### config.mk
export PLATFORM = sky130hd
export DESIGN_NAME = vang_post
export DESIGN_NICKNAME = d
export VERILOG_FILES = /design/src/rtl/vang_pkg.sv /design/src/rtl/vang_post.sv
export SDC_FILE = /design/constraint.sdc
export NUM_CORES = 1
export LEC_CHECK = 0
export BUFFER_PORTS_ARGS = -buffer_cell sky130_fd_sc_hd__buf_2
export CAP_MARGIN = 0
export CORE_ASPECT_RATIO = 0.6
export CORE_MARGIN = 3
export CORE_UTILIZATION = 48
export CTS_BUF_LIST = sky130_fd_sc_hd__clkbuf_8
export DETAILED_ROUTE_END_ITERATION = 12
export PLACE_DENSITY = 0.78
export SETUP_SLACK_MARGIN = 0.4
export SLEW_MARGIN = 20
export SYNTH_ARGS = -nofsm -noshare
export SYNTH_HDL_FRONTEND = slang
export SYNTH_SLANG_ARGS = --single-unit
export TNS_END_PERCENT = 1
### constraint.sdc
create_clock -name clk -period 1.4 [get_ports clk]
set_input_delay 0.35 -clock clk [delete_from_list [all_inputs] [get_ports clk]]
set_output_delay 0.35 -clock clk [all_outputs]
set_load 0.02 [all_outputs]
### src/rtl/vang_pkg.sv
// Shared constants, types and elaboration-time angle tables for the vector angle pipeline.
package vang_pkg;

	localparam int COORD_BITS_DEF      = 16;
	localparam int ANGLE_FRAC_BITS_DEF = 13;
	localparam int CORDIC_STAGES_DEF   = 16;
	localparam int GUARD_BITS          = 6;
	localparam int OUT_BITS            = 16;
	localparam int NORM_MSB            = 58;
	localparam int XY_BITS             = 62;
	localparam int SH_BITS             = 6;

	typedef struct packed {
		logic dx_zero;
		logic dy_zero;
		logic dx_neg;
		logic dy_neg;
	} quad_t;

	function automatic logic [63:0] atan_pow2_q62(input int i);
		logic [63:0] p;
		logic [63:0] sum;
		logic [63:0] term;
		int k;
		p = 64'd1 << (62 - i);
		sum = 64'd0;
		k = 0;
		while (p != 64'd0) begin
			term = p / 64'(2 * k + 1);
			if ((k % 2) == 0) begin
				sum = sum + term;
			end else begin
				sum = sum - term;
			end
			p = p >> (2 * i);
			k++;
		end
		return sum;
	endfunction

	function automatic logic [63:0] atan_recip5_q62();
		logic [63:0] p;
		logic [63:0] sum;
		logic [63:0] term;
		int k;
		p = (64'd1 << 62) / 5;
		sum = 64'd0;
		k = 0;
		while (p != 64'd0) begin
			term = p / 64'(2 * k + 1);
			if ((k % 2) == 0) begin
				sum = sum + term;
			end else begin
				sum = sum - term;
			end
			p = p / 25;
			k++;
		end
		return sum;
	endfunction

	function automatic logic [63:0] atan_recip239_q62();
		logic [63:0] p;
		logic [63:0] sum;
		logic [63:0] term;
		int k;
		p = (64'd1 << 62) / 239;
		sum = 64'd0;
		k = 0;
		while (p != 64'd0) begin
			term = p / 64'(2 * k + 1);
			if ((k % 2) == 0) begin
				sum = sum + term;
			end else begin
				sum = sum - term;
			end
			p = p / 57121;
			k++;
		end
		return sum;
	endfunction

	function automatic logic [63:0] quarter_pi_q62();
		return 64'd4 * atan_recip5_q62() - atan_recip239_q62();
	endfunction

	function automatic logic [63:0] round_q62(input logic [63:0] v, input int drop);
		return (v + (64'd1 << (drop - 1))) >> drop;
	endfunction

	function automatic logic [63:0] stage_angle(input int i, input int work_frac);
		logic [63:0] a;
		a = (i == 0) ? quarter_pi_q62() : atan_pow2_q62(i);
		return round_q62(a, 62 - work_frac);
	endfunction

endpackage

### src/rtl/vang_post.sv
// Back stages: clamp, quadrant fold with special cases, and rounding to the output format.
module vang_post import vang_pkg::*; #(
	parameter int            ZW      = ANGLE_FRAC_BITS_DEF + GUARD_BITS + 3,
	parameter logic [ZW-1:0] HALF_PI = '0,
	parameter logic [ZW-1:0] PI      = '0
) (
	input  logic                       clk,
	input  logic                       arst_n,
	input  logic                       en,
	input  logic                       v_i,
	input  logic signed [ZW-1:0]       z_i,
	input  quad_t                      q_i,
	output logic                       v_o,
	output logic signed [OUT_BITS-1:0] angle_o
);
	localparam int RW = ZW - GUARD_BITS;
	localparam logic signed [ZW-1:0] RND = ZW'(64'd1 << (GUARD_BITS - 1));

	logic                       v_s1, v_s2;
	logic signed [ZW-1:0]       z_s1;
	logic signed [OUT_BITS-1:0] angle_s2;

	logic signed [ZW-1:0]          a_c, f_c, sum_c;
	logic signed [RW-1:0]          r_c;
	logic signed [RW+OUT_BITS-1:0] rx_c;

	always_comb begin
		a_c = z_i;
		if (z_i < 0) begin
			a_c = '0;
		end else if (z_i > $signed(HALF_PI)) begin
			a_c = $signed(HALF_PI);
		end
		if (q_i.dx_zero) begin
			if (q_i.dy_zero) begin
				f_c = '0;
			end else if (q_i.dy_neg) begin
				f_c = -$signed(HALF_PI);
			end else begin
				f_c = $signed(HALF_PI);
			end
		end else if (q_i.dy_zero) begin
			f_c = q_i.dx_neg ? $signed(PI) : '0;
		end else begin
			f_c = q_i.dx_neg ? ($signed(PI) - a_c) : a_c;
			if (q_i.dy_neg) begin
				f_c = -f_c;
			end
		end
	end

	always_comb begin
		sum_c = z_s1 + RND;
		r_c   = $signed(sum_c[ZW-1:GUARD_BITS]);
		rx_c  = (RW + OUT_BITS)'(r_c);
	end

	always_ff @(posedge clk or negedge arst_n) begin
		if (!arst_n) begin
			v_s1 <= 1'b0;
			v_s2 <= 1'b0;
		end else if (en) begin
			v_s1 <= v_i;
			v_s2 <= v_s1;
		end
	end

	always_ff @(posedge clk) begin
		if (en) begin
			z_s1     <= f_c;
			angle_s2 <= rx_c[OUT_BITS-1:0];
		end
	end

	assign v_o     = v_s2;
	assign angle_o = angle_s2;
endmodule

Word level (Yosys, flattened, before mapping)
Index checks and enable logic that the tools add are counted.
{"block": "word_totals", "wordCells": 14, "out_inout_bits": 17, "regBits": 40}
{"block": "classes", "order_cmp": 2, "addsub": 3, "n_reduce_logical": 1, "muxes": 4}
{"op": "22-bit 2-to-1 mux", "n": 4}
{"op": "22-bit by 7-bit adder with 22-bit output (second input constant)", "n": 1}
{"op": "22-bit by 1-bit greater-than comparator with 1-bit output (second input constant)", "n": 1}
{"op": "22-bit by 1-bit less-than comparator with 1-bit output (second input constant)", "n": 1}
{"op": "22-bit negator", "n": 1}
{"op": "1-bit by 22-bit subtractor with 22-bit output (first input constant)", "n": 1}
{"op": "2-bit OR reduction", "n": 1}

Longest topological paths before layout
{"block": "logic_depth", "depth_word": 7, "ltp_mapped": 5}

Worst setup path after synthesis
OpenSTA, ideal clock, no wires.
{"block": "synth_path", "kind": "register -> register", "startpoint": "register z_s1[5]", "endpoint": "register angle_s2[7], in the netlist angle_o[7], data pin", "required_time_ps": 1140, "path_stages_with_launch": 5, "arrival_time_ps": 1253, "path_slack_ps": -113, "path_buffers": 0, "setup_ps": 260, "path_cell_list": "edfxtp_1 > ha_1 > inv_1 > or3_1 > xnor2_1"}
{"block": "synth_between", "elab_chain_cells": 1}
{"item": "start, declared", "line": "vang_post.sv:20", "rtl": "logic signed [ZW-1:0] z_s1;"}
{"item": "start signal, assigned", "line": "vang_post.sv:70", "rtl": "z_s1 <= f_c;"}
{"item": "22-bit by 7-bit adder with 22-bit output", "line": "vang_post.sv:53", "rtl": "sum_c = z_s1 + RND;"}
{"item": "net sum_c[13]", "line": "vang_post.sv:23", "rtl": "logic signed [ZW-1:0] a_c, f_c, sum_c;"}
{"item": "end signal, assigned", "line": "vang_post.sv:71", "rtl": "angle_s2 <= rx_c[OUT_BITS-1:0];"}
{"item": "end, declared", "line": "vang_post.sv:21", "rtl": "logic signed [OUT_BITS-1:0] angle_s2;"}
The timed path passes the listed nets, and every way through them passes these cells.
A chain may end at the register's enable or synchronous reset.

Worst setup path in the final report
{"block": "layout_path", "startpoint": "register z_s1[11]", "endpoint": "register angle_s2[7], in the netlist angle_o[7], data pin"}
Same word-level chain as after synthesis.

==> run metrics <==
status complete, but fails checks; failing checks negative setup slack; CP Capture Type register; switching share of power 22.2%; Worst-path clk slew 70 ps; actual slew at the worst max-slew pin 854 ps; Post-synth EDFFs 33; die height 50.6 um; total of max-cap violations 0; remaining antenna violation count 0; drt total wl 3.31 mm; Clock Path Buffers 2; cell total after placement 186; Final min period 1460 ps; global-route wire length before repair 4.89 mm; Max Clock Skew 8.46 ps; Internal Power 2.11 mW; post-synth top area share 62.4%; I/O pin count 47; clk_lat worst skew 290 ps; Non-Filler Instances 200; gr usage total 16.8%; largest cells by area after synthesis edfxtp_1 62%, o2111a_1 6.4%, xor2_1 5.5%; DR pass1 iterations 4; Via Count 1,116; number of port buffers 24; Slew headroom 42.8%; vias in the first global route 1,021; Core Box Area 3000 sq um; CP Buf/Inv Count 0; Critical Path Start Type register; largest net degree at the start of global routing 18; P_sw 0.601 mW; Synth-to-Final Area Change 41.5%; drt wl/cell 16.5 um; Root Buffer clkbuf_8; asr flop ratio synth 5.71%; HP Class in2reg; YS warnings 0; dominant synthesized flop cell edfxtp_1; CP delay by family, top simple AND/OR/NAND/NOR gates; share of cells above drive strength 1 43.0%; drt via density 5.58; Sequential Power Share 47.3%; XOR/XNOR share of the synthesized area 8.27%; top-count cell post-synth edfxtp_1; combinational family with the most area after synthesis simple AND/OR/NAND/NOR gates; crit path max fanout 3; effective utilization at floorplan 52.9%; CP Cell Sequence nand2_1 > or3_1 > xnor2_1; fmax 684 MHz; Critical Path RT 1430 ps; final hold vios 0; Placed Area 1870 sq um; Post-Syn Instances 108; synthesized flop and latch total 35; final sum of negative setup slack -62.4 ps; Mapped Avg Cell Area 14.7 sq um; Max VDD drop 0.000768 V; most common library cells after synthesis 33 x edfxtp_1, 10 x nand3_1, 10 x xor2_1; part of the Yosys area used for sequential elements 65.6%; post-synthesis mux area share 1.42%; ANT cells 0; post-synthesis cell type count 22; DRC Markers 0; Power Density 1210 nW/um^2; Final setup viols 2; total grt overflow 0; # clock sinks 35; Die ar. 4060 sq um; initial antenna violation count 0; worst hold margin 291 ps; clock share of power 39.5%; gpl congestion 0.793; Final Net Count 189; RSZ-0062 raised after global routing true; row cnt 15; area leader, netlist edfxtp_1; max incr delay on CP 460 ps; DP HPWL 2.00 mm; Crit Path Class reg2reg; arrival time worst endpoint 1490 ps; simple-gate portion of the synthesized area 14.8%; Mapped Area 1590 sq um; Post-Synth Adder-Cell Area 1.58%; TritonCTS clock tree yes; First DRT Iteration DRCs 70; Die Span X 80.3 um; H-tree levels 2; cts bufs inserted 5; Slowest cell on crit path edfxtp_1; leakage power 0.885 nW; period utilisation layout 104%; combinational share of power 13.2%; Compound-Gate Fraction of Synth Area 6.70%; final setup margin -61.2 ps; Slew Limit Fails 0; post-route cell area 2250 sq um
## power by group through the flow
stage	Sequential, mW	Clock, mW	Combinational [mW]
6_report	1.28	1.07	0.358
5_1_grt	1.29	1.13	0.383
4_1_cts	1.27	1.08	0.281
3_5_place_dp	1.29	0	0.269
3_3_place_gp	1.29	0	0.262
2_1_floorplan	1.35	0	0.0924
## cell type report
| class | instances | area, sq um |
|---|---|---|
| Tap cell | 42 | 52.6 |
| Multi-Input combinational cell | 68 | 609 |
| Clock buffer | 5 | 68.8 |
| Timing Repair Buffer | 45 | 398 |
| Fill cell | 163 | 756 |
| Sequential cell | 35 | 1040 |
| Clock inverter | 3 | 67.6 |
| Inverter | 2 | 10.0 |
## final timing paths
check	cells after the start	start	end	slack, ps
hold reg to reg	1	v_s1	v_o	530
min in group asynchronous	2	arst_n	v_o	380
max in group asynchronous	2	arst_n	v_s1	920
setup / recovery	3	z_s1[11]	angle_o[7]	-60
hold / removal	2	v_i	v_s1	290
setup reg to reg	3	z_s1[11]	angle_o[7]	-60
## registers in the layout, summed over array words and instances (netlist names)
signal	flops
z_s1	17
v_s1	1
v_o	1
angle_o	16
## layer usage
metal	share of wire (%)	vias to the layer above	track usage [%]
met5	0	-	0
met4	2.7	0	11.0
met3	7.2	10	5.02
met2	48	54	26.1
met1	42	528	20.4
li1	-	524	-
## metrics by stage
step | setup WS [ps] | util [%] | total power [mW]
floorplan | 25.8 | - | 1.44
global placement | 31.9 | 62.4 | 1.55
detailed placement | -29.9 | 62.4 | 1.56
CTS | 28.6 | 68.4 | 2.64
global route | -96.1 | 74.8 | 2.81
finish | -61.2 | 74.8 | 2.71
## cell usage in the layout (no fill, tap or decap), drive strengths merged
cell type	Yosys	layout
clkinv	1	1
or3	1	1
xor2	10	10
buf	0	44
nand3	10	10
nand2	3	3
dlygate4sd3	0	1
o21ai	1	1
bufinv	0	2
nor2	2	2
and3	8	8
nor3	4	4
and4	1	1
nand4	4	4
conb	1	2
clkinvlp	0	1
inv	1	1
ha	2	2
xnor2	5	5
o2111a	9	9
mux2	2	2
nor4	4	4
clkbuf	4	5
edfxtp	33	33
dfrtp	2	2
## kinds of logic (layout without fill, tap and decap cells)
family | Yosys count | after routing
adder cells (fa/ha/maj) | 2 | 2
AO/OA/AOI/OAI | 10 | 10
other | 1 | 2
flip-flops | 35 | 35
XOR/XNOR | 15 | 15
multiplexers | 2 | 2
buffers and inverters | 6 | 55
AND/OR/NAND/NOR | 37 | 37
## repair_timing
| action | 4_1_cts | 5_1_grt |
|---|---|---|
| endpoints found under the setup margin | 32 | 33 |
| hold endpoints to repair | 2 | 0 |
| pin swaps | 2 | 10 |
| resized for setup | 3 | 48 |
| setup buffers | 2 | 3 |
| hold buffers | 1 | 0 |
No activity file was read; power rests on OpenSTA's default activity.
