<file path="src/rtl/vang_pkg.sv">
// Shared constants, types and elaboration-time angle tables for the vector angle pipeline.
package vang_pkg;

	localparam int COORD_BITS_DEF      = 16;
	localparam int ANGLE_FRAC_BITS_DEF = 13;
	localparam int CORDIC_STAGES_DEF   = 16;
	localparam int GUARD_BITS          = 6;
	localparam int OUT_BITS            = 16;
	localparam int NORM_MSB            = 58;
	localparam int XY_BITS             = 62;
	localparam int SH_BITS             = 6;

	typedef struct packed {
		logic dx_zero;
		logic dy_zero;
		logic dx_neg;
		logic dy_neg;
	} quad_t;

	function automatic logic [63:0] atan_pow2_q62(input int i);
		logic [63:0] p;
		logic [63:0] sum;
		logic [63:0] term;
		int k;
		p = 64'd1 << (62 - i);
		sum = 64'd0;
		k = 0;
		while (p != 64'd0) begin
			term = p / 64'(2 * k + 1);
			if ((k % 2) == 0) begin
				sum = sum + term;
			end else begin
				sum = sum - term;
			end
			p = p >> (2 * i);
			k++;
		end
		return sum;
	endfunction

	function automatic logic [63:0] atan_recip5_q62();
		logic [63:0] p;
		logic [63:0] sum;
		logic [63:0] term;
		int k;
		p = (64'd1 << 62) / 5;
		sum = 64'd0;
		k = 0;
		while (p != 64'd0) begin
			term = p / 64'(2 * k + 1);
			if ((k % 2) == 0) begin
				sum = sum + term;
			end else begin
				sum = sum - term;
			end
			p = p / 25;
			k++;
		end
		return sum;
	endfunction

	function automatic logic [63:0] atan_recip239_q62();
		logic [63:0] p;
		logic [63:0] sum;
		logic [63:0] term;
		int k;
		p = (64'd1 << 62) / 239;
		sum = 64'd0;
		k = 0;
		while (p != 64'd0) begin
			term = p / 64'(2 * k + 1);
			if ((k % 2) == 0) begin
				sum = sum + term;
			end else begin
				sum = sum - term;
			end
			p = p / 57121;
			k++;
		end
		return sum;
	endfunction

	function automatic logic [63:0] quarter_pi_q62();
		return 64'd4 * atan_recip5_q62() - atan_recip239_q62();
	endfunction

	function automatic logic [63:0] round_q62(input logic [63:0] v, input int drop);
		return (v + (64'd1 << (drop - 1))) >> drop;
	endfunction

	function automatic logic [63:0] stage_angle(input int i, input int work_frac);
		logic [63:0] a;
		a = (i == 0) ? quarter_pi_q62() : atan_pow2_q62(i);
		return round_q62(a, 62 - work_frac);
	endfunction

endpackage

</file>
<file path="src/rtl/vang_cordic_stage.sv">
// One registered CORDIC vectoring micro-rotation.
module vang_cordic_stage import vang_pkg::*; #(
	parameter int              ZW    = ANGLE_FRAC_BITS_DEF + GUARD_BITS + 3,
	parameter int              SHIFT = 0,
	parameter logic [ZW-1:0]   ANGLE = '0
) (
	input  logic                      clk,
	input  logic                      arst_n,
	input  logic                      en,
	input  logic                      v_i,
	input  logic signed [XY_BITS-1:0] x_i,
	input  logic signed [XY_BITS-1:0] y_i,
	input  logic signed [ZW-1:0]      z_i,
	input  quad_t                     q_i,
	output logic                      v_o,
	output logic signed [XY_BITS-1:0] x_o,
	output logic signed [XY_BITS-1:0] y_o,
	output logic signed [ZW-1:0]      z_o,
	output quad_t                     q_o
);
	logic                      v_s1;
	logic signed [XY_BITS-1:0] x_s1, y_s1;
	logic signed [ZW-1:0]      z_s1;
	quad_t                     q_s1;
	logic signed [XY_BITS-1:0] xs, ys;

	assign xs = x_i >>> SHIFT;
	assign ys = y_i >>> SHIFT;

	always_ff @(posedge clk or negedge arst_n) begin
		if (!arst_n) begin
			v_s1 <= 1'b0;
		end else if (en) begin
			v_s1 <= v_i;
		end
	end

	always_ff @(posedge clk) begin
		if (en) begin
			if (!y_i[XY_BITS-1]) begin
				x_s1 <= x_i + ys;
				y_s1 <= y_i - xs;
				z_s1 <= z_i + $signed(ANGLE);
			end else begin
				x_s1 <= x_i - ys;
				y_s1 <= y_i + xs;
				z_s1 <= z_i - $signed(ANGLE);
			end
			q_s1 <= q_i;
		end
	end

	assign v_o = v_s1;
	assign x_o = x_s1;
	assign y_o = y_s1;
	assign z_o = z_s1;
	assign q_o = q_s1;
endmodule

</file>
<file path="config.mk">
export PLATFORM = sky130hd
export DESIGN_NAME = vang_cordic_stage
export DESIGN_NICKNAME = d
export VERILOG_FILES = /design/src/rtl/vang_pkg.sv /design/src/rtl/vang_cordic_stage.sv
export SDC_FILE = /design/constraint.sdc
export NUM_CORES = 1
export LEC_CHECK = 0
export BUFFER_PORTS_ARGS = -buffer_cell sky130_fd_sc_hd__buf_4
export CAP_MARGIN = 40
export CORE_MARGIN = 2
export CORE_UTILIZATION = 58
export CTS_BUF_LIST = sky130_fd_sc_hd__clkbuf_8
export CTS_CLUSTER_DIAMETER = 150
export DETAILED_ROUTE_END_ITERATION = 12
export GPL_TIMING_DRIVEN = 0
export PLACE_DENSITY = 0.89
export RECOVER_POWER = 25
export SETUP_SLACK_MARGIN = 0.4
export SLEW_MARGIN = 40
export SYNTH_ARGS = -nofsm -noshare
export SYNTH_HDL_FRONTEND = slang
export SYNTH_SLANG_ARGS = --single-unit
</file>
<file path="constraint.sdc">
create_clock -name clk -period 1.3 [get_ports clk]
set_clock_uncertainty 0.05 [all_clocks]
set_input_delay 0.13 -clock clk [delete_from_list [all_inputs] [get_ports clk]]
set_output_delay 0.13 -clock clk [all_outputs]
set_load 0.02 [all_outputs]
</file>
==> flow_summary.ini, run 1 <==
[floorplan]
io_pins = 305
start_util = 0.593
num_rows = 61
die_x_um = 173
die_h_um = 173

[synth]
synth_seq_cells = 150
synthCells = 2016
synth_area_mm2 = 0.0166
synthTopCellsByArea = edfxtp_1 27%, ha_1 15%, a21oi_1 8.5%, xnor2_1 5.9%, o21ai_0 4.4%
async_flop_share = 0.00667
muxShareOfSynthArea = 0.0232
yosys.cell_types.count = 84
synth_top_cell_by_area = edfxtp_1
syn_area_per_cell_um2 = 8.22
synth_compound_area_frac = 0.287
yosys_warnings = 0
synthAdderAreaFrac = 0.152
yosys_most_used_dff = edfxtp_1
yosysTopAreaCellShare = 0.270
yosys.area_share.simple = 0.137
synth_edf_count = 149
synth_fp_nets = 2370
synth_seq_area_share = 0.271
synth_top_family_by_area = compound AO/OA/AOI/OAI gates
synth-xor-area-share = 0.0624

[placed_design]
place_ws_ps = -2570
io_buffers = 303
gp_congestion = 1.10
dp_hpwl_um = 54000
post-place-cells = 2698

[timing]
endpoint_type = register input
worst_endpoint = x_o[59]$_DFFE_PP_/D

[clocking]
cts_htree_levels = 4
cts_buffer_depth = 2
root_buffer = clkbuf_8
cts.sinks = 150
cts_inserted_buffers = 17

[grt]
grt_util_all_layers = 0.708
grt_max_degree = 77
overflow = 10

[outcome]
failing_step = 5_1_grt
firstError = [ERROR GRT-0232] Routing congestion too high. Check the congestion heatmap in the GUI.
outcome = stopped before the end
per-stage QoR:
stage          hold slack [ps]  area (um2)
4_1_cts                   50.7       23800
2_1_floorplan             -216       17700
3_5_place_dp              -142       20500
3_3_place_gp              -144       20400
per-layer routing:
metal | GRT overflow | track usage
met1 | 1 | 0.706
met2 | 5 | 0.903
met3 | 0 | 0.545
met4 | 4 | 0.675
met5 | 0 | 0.183
timing repair:
item	CTS
hold buffers	30
hold endpoints to repair	30
setup endpoints to repair	314
pin swaps	147
setup buffers	91
resized for setup	466
synth_stat cells, types with 9 or more instances:
master     count
xnor2_1      111
clkinv_1      10
nor2_1       146
buf_1         16
a31oi_1       19
and3_1         9
nand2b_1      17
buf_2         13
o211ai_1      25
mux2i_1       35
nor3_1        40
nor2b_1       25
edfxtp_1     149
nand3_1       31
o21ai_0      147
nand2_1      104
o21bai_1      64
a21o_1        44
a211oi_1      20
o31ai_1       25
ha_1         197
o21a_1        17
a21oi_1      283
inv_1        183
nand4_1       37
clkbuf_1      58
a2111oi_0     10
nor4_1        23
logic make-up after synthesis:
logic type                 count (synthesis)
xor gates and xnor gates                 118
AOI/OAI and AO/OA                        754
buffers and inverters                    285
muxes                                     38
adders and majority gates                200
DFF                                      150
and+or+nand+nor                          471
==> run 2: changes to the inputs <==
--- a/config.mk
+++ b/config.mk
@@ -8,14 +8,11 @@
 export BUFFER_PORTS_ARGS = -buffer_cell sky130_fd_sc_hd__buf_4
 export CAP_MARGIN = 40
 export CORE_MARGIN = 2
-export CORE_UTILIZATION = 58
-export CTS_BUF_LIST = sky130_fd_sc_hd__clkbuf_8
-export CTS_CLUSTER_DIAMETER = 150
+export CORE_UTILIZATION = 40
 export DETAILED_ROUTE_END_ITERATION = 12
 export GPL_TIMING_DRIVEN = 0
-export PLACE_DENSITY = 0.89
+export PLACE_DENSITY_LB_ADDON = 0.15
 export RECOVER_POWER = 25
-export SETUP_SLACK_MARGIN = 0.4
 export SLEW_MARGIN = 40
 export SYNTH_ARGS = -nofsm -noshare
 export SYNTH_HDL_FRONTEND = slang
==> flow_summary.ini, run 2 <==
[route]
postRouteAntennaNets = 0
vias = 18507
dr.pass1.iters = 6
drc_errors = 0
drt-initial-drc-count = 1867
avgRoutedWirePerCell_um = 25.2
totalWireLength_um = 76700
vias_per_cell = 6.09

[synth]
yosys.cell_types.count = 84
synthCells = 2016
synth_seq_area_share = 0.271
yosysTopAreaCellShare = 0.270
synthTopCellsByArea = edfxtp_1 27%, ha_1 15%, a21oi_1 8.5%, xnor2_1 5.9%, o21ai_0 4.4%
synth_most_common_cell = a21oi_1
synth_edf_count = 149
yosys_warnings = 0
async_flop_share = 0.00667
synth_area_mm2 = 0.0166
synth_seq_cells = 150
synth_fp_nets = 2370
ys_top_cells_by_count = 283 x a21oi_1, 197 x ha_1, 183 x inv_1
yosys_most_used_dff = edfxtp_1
syn_area_per_cell_um2 = 8.22
synth_top_cell_by_area = edfxtp_1

[critical_path]
startpoint_type = input pin
cp-startpoint = x_i[0]
critical_path_class = input pin to register
reg2reg_to = v_o
required_ps = 1470
endpoint_kind = register
r2r_slack_ps = 500
reg2reg_from = v_o
crit_arrival_ps = 3220
rr_worst_depth = 1
worstPathMaxFanout = 3

[worst_hold_path]
holdPathStages = 3
whs_endpoint = x_o[1]
worstHoldStart = y_i[1]
min_path_type = input pin to register

[grt]
overflow = 0
grt_util_all_layers = 0.345
antenna_found_initial = 2
grt_max_degree = 82
grt_pass1_wl_um = 113000
grt_pass1_vias = 18003

[clocking]
cts_htree_levels = 4
clkLatencyLatePin_ps = 490
cts.sinks = 150
cts_tree = yes
cts_buffer_depth = 2
root_buffer = clkbuf_16
cts_inserted_buffers = 17
cts.clk_slew.worst_paths_ps = 80

[cells_and_area]
areaGrowthSynthToFinish_pct = 49.4
nFillCells = 3586
num_antenna_cells = 0
drive_gt1_frac = 0.379
final_cell_mix = 369 x buf_4, 203 x a21oi_1, 163 x ha_1
largest_reg_flops = 62
nets = 2850
mostFrequentLayoutCell = buf_4
fin_area_mm2 = 0.0248

[power]
vdd_drop_max_mv = 0.967
power.density_mw_per_mm2 = 977
leakage_uw = 0.0103

[timing]
tightest_slew_ps = 1100
fin_crit_ps = 3050
finalWorstSetupSlack_ps = -1750
final.period_utilization = 2.35
setup_viol = 148
grt_setup_unrepaired = true
slew_headroom = 0.270
finalSetupTns_ps = -137480
slew_violations = 0
max_freq_mhz = 327
hold_viol = 0

[floorplan]
num_rows = 74
die_h_um = 208
start_util = 0.406
die_x_um = 208
io_pins = 305
dieArea_mm2 = 0.0431
core_mm2 = 0.0408

[placed_design]
io_buffers = 303
dpl_cell_area_mm2 = 0.0206
gp_congestion = 0.999
dp_hpwl_um = 59200

[outcome]
outcome = finished with violations
violations = setup timing

[job]
drv_cap = 0
run 2: cell counts after synthesis:
No cell type changed its count.
run 2: worst max path at each step:
stage              end  slack [ps]  depth (start not counted)
3_3_place_gp   x_o[54]       -3090                         13
2_1_floorplan  x_o[59]       -1520                         13
6_report       x_o[59]       -1750                         16
5_1_grt        x_o[59]       -1780                         14
4_1_cts        x_o[51]       -1700                         16
3_5_place_dp   x_o[54]       -3050                         13
run 2: what timing repair did:
| action | 4_1_cts | 5_1_grt |
|---|---|---|
| setup buffers | 92 | 45 |
| resized for setup | 327 | 162 |
| endpoints found under the hold margin | 31 | 0 |
| setup endpoints to repair | 125 | 128 |
| hold buffers | 31 | 0 |
| pin swaps | 101 | 94 |
run 2: cells by family (layout without fill, tap and decap cells):
| logic type | count (synthesis) | after routing | synth area share |
|---|---|---|---|
| AOI/OAI and AO/OA | 754 | 754 | 0.287 |
| buffers and inverters | 285 | 778 | 0.0662 |
| xor gates and xnor gates | 118 | 118 | 0.0624 |
| muxes | 38 | 38 | 0.0232 |
| and+or+nand+nor | 471 | 471 | 0.137 |
| adders and majority gates | 200 | 200 | 0.152 |
| DFF | 150 | 150 | 0.271 |
run 2: critical path: stages:
cell and delay, ps:
buf_12 110, ha_4 160, buf_4 120, nor2b_4 130
o311ai_4 370, a211oi_4 140, o41ai_4 220, buf_4 200
a2111oi_4 70, buf_4 180, o22a_4 270, a221o_2 410
buf_12 160, a221o_1 280, a31oi_1 170, xor2_1 100
run 2: final cells by class:
| class | instances | area, um2 | area share |
|---|---|---|---|
| multi-input combinational | 1581 | 13600 | 0.550 |
| timing repair buffer | 465 | 3890 | 0.157 |
| clock inverter | 15 | 184 | 0.00743 |
| inverter | 196 | 831 | 0.0335 |
| tap | 532 | 666 | 0.0269 |
| sequential | 150 | 4500 | 0.182 |
| buffer | 85 | 656 | 0.0265 |
| clock buffer | 17 | 425 | 0.0172 |
run 2: routing by layer:
metal | track usage | up-vias | share of wire
met5 | 0 | - | 0.00037
met4 | 0.136 | 4 | 0.040
met3 | 0.0808 | 175 | 0.084
met2 | 0.552 | 967 | 0.46
met1 | 0.448 | 9051 | 0.41
li1 | - | 8310 | -
run 2: metrics by stage:
step	worst slack (ps)	std cells	util	power, uW	hold slack, ps
floorplan	-1520	2016	-	12800	-216
global placement	-3090	2851	0.503	16700	-144
detailed placement	-3050	2852	0.505	16800	-142
CTS	-1700	3001	0.580	23400	26.3
global route	-1780	3041	0.607	25200	102
finish	-1750	3041	0.607	24200	111
run 2: where the power goes:
part | internal (uW) | total (uW) | switching, uW
clock | 2580 | 5120 | 2540
combinational | 5050 | 12500 | 7430
sequential | 6350 | 6600 | 249
(Power assumes the default switching activity.)
