===== src/rtl/vang_pkg.sv =====
// Shared constants, types and elaboration-time angle tables for the vector angle pipeline.
package vang_pkg;

	localparam int COORD_BITS_DEF      = 16;
	localparam int ANGLE_FRAC_BITS_DEF = 13;
	localparam int CORDIC_STAGES_DEF   = 16;
	localparam int GUARD_BITS          = 6;
	localparam int OUT_BITS            = 16;
	localparam int NORM_MSB            = 58;
	localparam int XY_BITS             = 62;
	localparam int SH_BITS             = 6;

	typedef struct packed {
		logic dx_zero;
		logic dy_zero;
		logic dx_neg;
		logic dy_neg;
	} quad_t;

	function automatic logic [63:0] atan_pow2_q62(input int i);
		logic [63:0] p;
		logic [63:0] sum;
		logic [63:0] term;
		int k;
		p = 64'd1 << (62 - i);
		sum = 64'd0;
		k = 0;
		while (p != 64'd0) begin
			term = p / 64'(2 * k + 1);
			if ((k % 2) == 0) begin
				sum = sum + term;
			end else begin
				sum = sum - term;
			end
			p = p >> (2 * i);
			k++;
		end
		return sum;
	endfunction

	function automatic logic [63:0] atan_recip5_q62();
		logic [63:0] p;
		logic [63:0] sum;
		logic [63:0] term;
		int k;
		p = (64'd1 << 62) / 5;
		sum = 64'd0;
		k = 0;
		while (p != 64'd0) begin
			term = p / 64'(2 * k + 1);
			if ((k % 2) == 0) begin
				sum = sum + term;
			end else begin
				sum = sum - term;
			end
			p = p / 25;
			k++;
		end
		return sum;
	endfunction

	function automatic logic [63:0] atan_recip239_q62();
		logic [63:0] p;
		logic [63:0] sum;
		logic [63:0] term;
		int k;
		p = (64'd1 << 62) / 239;
		sum = 64'd0;
		k = 0;
		while (p != 64'd0) begin
			term = p / 64'(2 * k + 1);
			if ((k % 2) == 0) begin
				sum = sum + term;
			end else begin
				sum = sum - term;
			end
			p = p / 57121;
			k++;
		end
		return sum;
	endfunction

	function automatic logic [63:0] quarter_pi_q62();
		return 64'd4 * atan_recip5_q62() - atan_recip239_q62();
	endfunction

	function automatic logic [63:0] round_q62(input logic [63:0] v, input int drop);
		return (v + (64'd1 << (drop - 1))) >> drop;
	endfunction

	function automatic logic [63:0] stage_angle(input int i, input int work_frac);
		logic [63:0] a;
		a = (i == 0) ? quarter_pi_q62() : atan_pow2_q62(i);
		return round_q62(a, 62 - work_frac);
	endfunction

endpackage


===== src/rtl/vang_prep.sv =====
// Front stages: coordinate differences, magnitudes and quadrant flags, leading-one search and normalizing shift.
module vang_prep import vang_pkg::*; #(
	parameter int COORD_BITS = COORD_BITS_DEF
) (
	input  logic                       clk,
	input  logic                       arst_n,
	input  logic                       en,
	input  logic                       v_i,
	input  logic signed [COORD_BITS-1:0] origin_x,
	input  logic signed [COORD_BITS-1:0] origin_y,
	input  logic signed [COORD_BITS-1:0] point_x,
	input  logic signed [COORD_BITS-1:0] point_y,
	output logic                       v_o,
	output logic signed [XY_BITS-1:0]  x_o,
	output logic signed [XY_BITS-1:0]  y_o,
	output quad_t                      q_o
);
	localparam int DW = COORD_BITS + 1;

	logic                 v_s1, v_s2, v_s3, v_s4;
	logic signed [DW-1:0] dx_s1, dy_s1;
	logic [DW-1:0]        ax_s2, ay_s2, big_s2;
	logic [DW-1:0]        ax_s3, ay_s3;
	logic [SH_BITS-1:0]   sh_s3;
	quad_t                q_s2, q_s3, q_s4;
	logic signed [XY_BITS-1:0] x_s4, y_s4;

	logic [DW-1:0]      ax_c, ay_c;
	logic [SH_BITS-1:0] msb_c;
	quad_t              q_c;

	always_comb begin
		ax_c = dx_s1[DW-1] ? DW'(-dx_s1) : DW'(dx_s1);
		ay_c = dy_s1[DW-1] ? DW'(-dy_s1) : DW'(dy_s1);
		q_c.dx_zero = (dx_s1 == '0);
		q_c.dy_zero = (dy_s1 == '0);
		q_c.dx_neg  = dx_s1[DW-1];
		q_c.dy_neg  = dy_s1[DW-1];
	end

	always_comb begin
		msb_c = '0;
		for (int b = 0; b < DW; b++) begin
			if (big_s2[b]) begin
				msb_c = SH_BITS'(b);
			end
		end
	end

	always_ff @(posedge clk or negedge arst_n) begin
		if (!arst_n) begin
			v_s1 <= 1'b0;
			v_s2 <= 1'b0;
			v_s3 <= 1'b0;
			v_s4 <= 1'b0;
		end else if (en) begin
			v_s1 <= v_i;
			v_s2 <= v_s1;
			v_s3 <= v_s2;
			v_s4 <= v_s3;
		end
	end

	always_ff @(posedge clk) begin
		if (en) begin
			dx_s1  <= DW'(point_x) - DW'(origin_x);
			dy_s1  <= DW'(point_y) - DW'(origin_y);
			ax_s2  <= ax_c;
			ay_s2  <= ay_c;
			big_s2 <= (ax_c > ay_c) ? ax_c : ay_c;
			q_s2   <= q_c;
			ax_s3  <= ax_s2;
			ay_s3  <= ay_s2;
			sh_s3  <= SH_BITS'(NORM_MSB) - msb_c;
			q_s3   <= q_s2;
			x_s4   <= $signed(XY_BITS'(ax_s3) << sh_s3);
			y_s4   <= $signed(XY_BITS'(ay_s3) << sh_s3);
			q_s4   <= q_s3;
		end
	end

	assign v_o = v_s4;
	assign x_o = x_s4;
	assign y_o = y_s4;
	assign q_o = q_s4;
endmodule


===== config.mk =====
export PLATFORM = sky130hd
export DESIGN_NAME = vang_prep
export DESIGN_NICKNAME = d
export VERILOG_FILES = /design/src/rtl/vang_pkg.sv /design/src/rtl/vang_prep.sv
export SDC_FILE = /design/constraint.sdc
export NUM_CORES = 1
export LEC_CHECK = 0
export ABC_CLOCK_PERIOD_IN_PS = 8700
export BUFFER_PORTS_ARGS = -buffer_cell sky130_fd_sc_hd__buf_2
export CAP_MARGIN = 10
export CORE_MARGIN = 3
export CORE_UTILIZATION = 35
export DETAILED_ROUTE_END_ITERATION = 10
export GPL_TIMING_DRIVEN = 0
export PLACE_DENSITY = 0.53
export SYNTH_ARGS = -nofsm -noshare
export SYNTH_HDL_FRONTEND = slang
export SYNTH_SLANG_ARGS = --single-unit

===== constraint.sdc =====
create_clock -name clk -period 8.7 [get_ports clk]
set_input_delay 1.74 -clock clk [delete_from_list [all_inputs] [get_ports clk]]
set_output_delay 1.74 -clock clk [all_outputs]
set_load 0.05 [all_outputs]

* Word level (Yosys, flattened, before mapping)
Index checks and enable logic that the tools add are counted.
** Word-level totals
- Flip-flop bits (word level) :: 265
- Input port bits :: 68
- Output and inout bits :: 129
- Logic and storage cells :: 55
** Operators by class
- Add/subtract/negate cells :: 5
- Order comparisons :: 1
- Shifts and indexed selects :: 2
- Muxes and demuxes :: 19
- Reductions and logical operators :: 2
** Operators with widths (number)
- 17-bit by 6-bit left shift with 62-bit output :: 2
- 6-bit 2-to-1 mux :: 15
- 17-bit 2-to-1 mux :: 3
- 17-bit logical NOT :: 2
- 17-bit negator :: 2
- 16-bit by 16-bit subtractor with 17-bit output :: 2
- 17-bit > comparator :: 1
- 6-bit subtractor (first input constant) :: 1
- 1-bit 2-to-1 mux :: 1

* Logic depth before layout (Yosys ltp)
- Word-level depth :: 17
- Depth in mapped cells :: 14
- Depth with buffers taken out :: 13

* Worst setup path after synthesis
No wires, ideal clock.
- Kind :: register to register
- From :: register dy_s1[4]
- To :: register big_s2[10] (data pin)
- Library setup time :: 0.260 ns
- Arrival :: 3.741 ns
- Required time :: 8.440 ns
- Setup slack :: 4.699 ns
- Cell stages (with the launch flop) :: 13
- Buffers on the path :: 1
- Clock period less this slack :: 4.001 ns
- Path through :: edfxtp_1 -> or4_4 -> or4_4 -> o31ai_4 -> xor2_1 -> ha_1 -> and4_1 -> nand3_1 -> or3_1 -> mux2i_1 -> a31oi_1 -> clkbuf_1 -> mux2_2
** On the way
- Word-level cells in the longest chain between the ends :: 4
** Ends and longest elaborated chain
- from (decl) :: RTL line vang_prep.sv:21 : logic signed [DW-1:0] dx_s1, dy_s1;
- from (signal assigned) :: RTL line vang_prep.sv:67 : dy_s1 <= DW'(point_y) - DW'(origin_y);
- 17-bit negator :: RTL line vang_prep.sv:34 : ay_c = dy_s1[DW-1] ? DW'(-dy_s1) : DW'(dy_s1);
- 17-bit 2-to-1 mux * :: RTL line vang_prep.sv:34
- 17-bit > comparator :: RTL line vang_prep.sv:70 : big_s2 <= (ax_c > ay_c) ? ax_c : ay_c;
- 17-bit 2-to-1 mux * :: RTL line vang_prep.sv:70
- to (signal assigned) :: RTL line vang_prep.sv:70
- to (decl) :: RTL line vang_prep.sv:22 : logic [DW-1:0] ax_s2, ay_s2, big_s2;
Every way passes the cells marked *; elsewhere a longest branch is shown, timed or not.
A chain may end at the register's enable or synchronous reset.

* Worst setup path in the final report
- From :: register dy_s1[4]
- To :: register big_s2[6] (data pin)
Same word-level chain as after synthesis.

==> results.json <==
{
  "outcome": "finished clean",
  "grt_max_degree": 116,
  "ir_worst_vdd_uv": 144,
  "rrSetupSlack_ns": 3.80,
  "yosysTopAreaCell": "edfxtp_1",
  "ant_nets": 0,
  "crit_fanout": 10,
  "synth_common_cells": "260 x edfxtp_1, 88 x nor2_1, 77 x nand2_1, 70 x o22ai_1, 64 x inv_1",
  "cts-root-buf": "clkbuf_16",
  "avgRoutedWirePerCell_microns": 19.3,
  "ys_types": 66,
  "wirelength_mm": 35.5,
  "yosys_warnings": 0,
  "maxSlewViolCount": 0,
  "h-tree-depth": 1,
  "antenna_found_initial": 0,
  "postCtsSetupRepairBufs": 0,
  "first_global_vias": 9398,
  "synth_area_sq_mm": 0.0136,
  "worst_pin_slew_ns": 0.930,
  "rsz0062_at_grt": "false",
  "core_area_sq_mm": 0.0380,
  "antenna_cells": 0,
  "yosysTopAreaCellShare_pct": 57.4,
  "cts.path.max_buffers": 3,
  "clkTransAtPathRegs_ns": 0.06,
  "r2r_end": "big_s2[6]$_DFFE_PP_",
  "clock_sinks": 264,
  "die_h_microns": 203,
  "async_reset_ff_share_pct": 1.52,
  "synth_most_common_cell": "edfxtp_1",
  "vias": 9377,
  "die_area_sq_mm": 0.0413,
  "cp.arrival_ns": 5.20,
  "worst_setup_path_end_kind": "register",
  "portBuffers": 196,
  "fp-row-count": 71,
  "hold_end": "ay_s3[7]$_DFFE_PP_",
  "cts_buffers": 28,
  "avgSynthCellArea_sq_um": 12.6,
  "start_util_pct": 35.8,
  "nNetsFinal": 1429,
  "totalPowerFinal_w": 0.00467,
  "layout_min_cycle_time_ns": 4.90,
  "drive_gt1_share_pct": 23.5,
  "worst_setup_path_start_kind": "register",
  "setup_violations": 0,
  "synth_edf_count": 260,
  "leakage_nw": 6.46,
  "cts_tree": "built",
  "fin_crit_sh_pct": 56.4,
  "syn_nets": 1201,
  "r2r_start": "dy_s1[4]$_DFFE_PP_",
  "cts_hold_buf": 0,
  "die_x_microns": 203,
  "gr-total-overflow": 0,
  "vias_per_cell": 5.10,
  "ioPinCount": 197,
  "hold_viol": 0,
  "grt_pass1_wl_mm": 54.0,
  "tns_ns": 0,
  "worstHoldStart": "ay_s2[7]$_DFFE_PP_",
  "critPathRequiredTime_ns": 8.99,
  "instances_no_fill": 1837,
  "first_pass_iters": 5,
  "synth-seq-cells": 264,
  "gp_congestion": 0.944,
  "path_class": "register to register",
  "hp-class": "register to register",
  "clk_latency_ns": 0.55,
  "ys.flop_type": "edfxtp_1",
  "drv_cap": 0,
  "holdPathStages": 0,
  "drtIter0Drc": 537,
  "synthTopCellsByArea": "edfxtp_1 57%, ha_1 4.8%, mux4_2 3.6%",
  "fin_hold_ws_ns": 0.416,
  "placedCellCount": 1788,
  "dp_hpwl_mm": 27.4,
  "timing.fmax_mhz": 204,
  "ys_seq_area_share_pct": 58.1,
  "syn_to_final_growth_pct": 19.5,
  "crit_start": "dy_s1[4]$_DFFE_PP_",
  "skew_ns": 0.0118,
  "p_per_area_mw_per_mm2": 287,
  "drc": 0,
  "rr_worst_depth": 12,
  "grt_usage_pct": 16.6,
  "slew_headroom_pct": 37.3,
  "synth_cells": 1079,
  "cts_resized": 0
}
## layer usage
layer | up-vias | GRT usage, % | routed length, microns
met2 | 294 | 28.8 | 17200
met5 | - | 0 | 0
met4 | 0 | 7.37 | 1570
met1 | 4464 | 20.6 | 14900
met3 | 71 | 2.41 | 1800
li1 | 4548 | - | -
## power by group
part / switching, W / leakage (nW) / internal, W
clock: 0.000470 / 0.469 / 0.000780
sequential: 0.000104 / 2.66 / 0.00167
combinational: 0.00109 / 3.32 / 0.000557
total: 0.00166 / 6.46 / 0.00301
## cell families after synthesis
| group | count (synthesis) | synth area share (%) |
|---|---|---|
| xor+xnor | 50 | 3.22 |
| other cells | 1 | 0.0276 |
| mux | 88 | 8.83 |
| simple gates | 272 | 9.55 |
| buf+inv | 112 | 3.17 |
| fa+ha+maj | 54 | 5.08 |
| compound gates | 238 | 12.0 |
| flops | 264 | 58.1 |
## flip-flops by register name, summed over array words and instances, names as in the netlist, 4 cells and up
| signal | flops |
|---|---|
| ax_s2 | 17 |
| ax_s3 | 17 |
| ay_s2 | 17 |
| ay_s3 | 17 |
| big_s2 | 16 |
| dx_s1 | 17 |
| dy_s1 | 17 |
| q_o | 4 |
| q_s2 | 4 |
| q_s3 | 4 |
| sh_s3 | 6 |
| x_o | 62 |
| y_o | 62 |
## area by class of cell
cell class | count | area [sq um]
Clock inverter | 14 | 214
Tap cell | 511 | 639
Fill cell | 3631 | 21800
Buffer | 45 | 180
Inverter | 67 | 251
Timing Repair Buffer | 198 | 1050
Sequential cell | 264 | 7910
Clock buffer | 35 | 748
Multi-Input combinational cell | 703 | 5270
## how the worst max path moves through the flow
stage	to	slack, ns	cells past startpoint
after floorplan	big_s2[10]$_DFFE_PP_	4.70	12
after global placement	v_o$_DFFE_PN0P_	2.03	2
after detailed placement	big_s2[13]$_DFFE_PP_	3.73	12
after CTS	big_s2[6]$_DFFE_PP_	3.73	12
after global routing	big_s2[6]$_DFFE_PP_	3.57	12
final	big_s2[6]$_DFFE_PP_	3.80	12
## worst max-delay path: stages (launching register included)
cell and delay [ns]:
edfxtp_1 0.45, or4_4 0.56, or4_4 0.54, o31ai_4 0.19
xor2_1 0.40, ha_1 0.32, and4_1 0.22, nand3_1 0.11
or3_1 0.15, mux2i_1 0.07, a31oi_1 0.69, clkbuf_1 0.54
mux2_2 0.40
## metrics by stage
stage	util (%)	instance area, sq um	setup WS, ns
floorplan	-	13600	4.70
global placement	40.0	15200	2.03
detailed placement	40.2	15300	3.73
CTS	42.7	16300	3.73
global route	42.7	16300	3.57
finish	42.7	16300	3.80
## layout by cell type, fill, tap and decap left out, types with 5 or more instances in the layout
cell       netlist  final
o22a_1          15     15
clkinv_1         1      6
nand2b_1        16     16
clkbuf_16        0     29
mux4_2          22     22
inv_1           64     64
o21ai_0         38     38
buf_2            3    198
o21a_1          18     18
and2_1          25     25
nand3_1         12     12
clkbuf_1        33     39
nand2_1         77     77
a2bb2oi_1        6      6
ha_1            52     52
edfxtp_1       260    260
nor2b_1         10     10
mux2i_1         30     30
bufinv_16        0      6
a21o_1           7      7
o22ai_1         70     70
a21oi_1         28     28
nor4_1           5      5
xnor2_1         26     26
nor3_1           9      9
o31ai_1          6      6
buf_1            7      7
xor2_1          24     24
nor2_1          88     88
or3_1           11     11
mux2_2          36     36
o31a_1           5      5
Power figures use the tool's default switching activity.
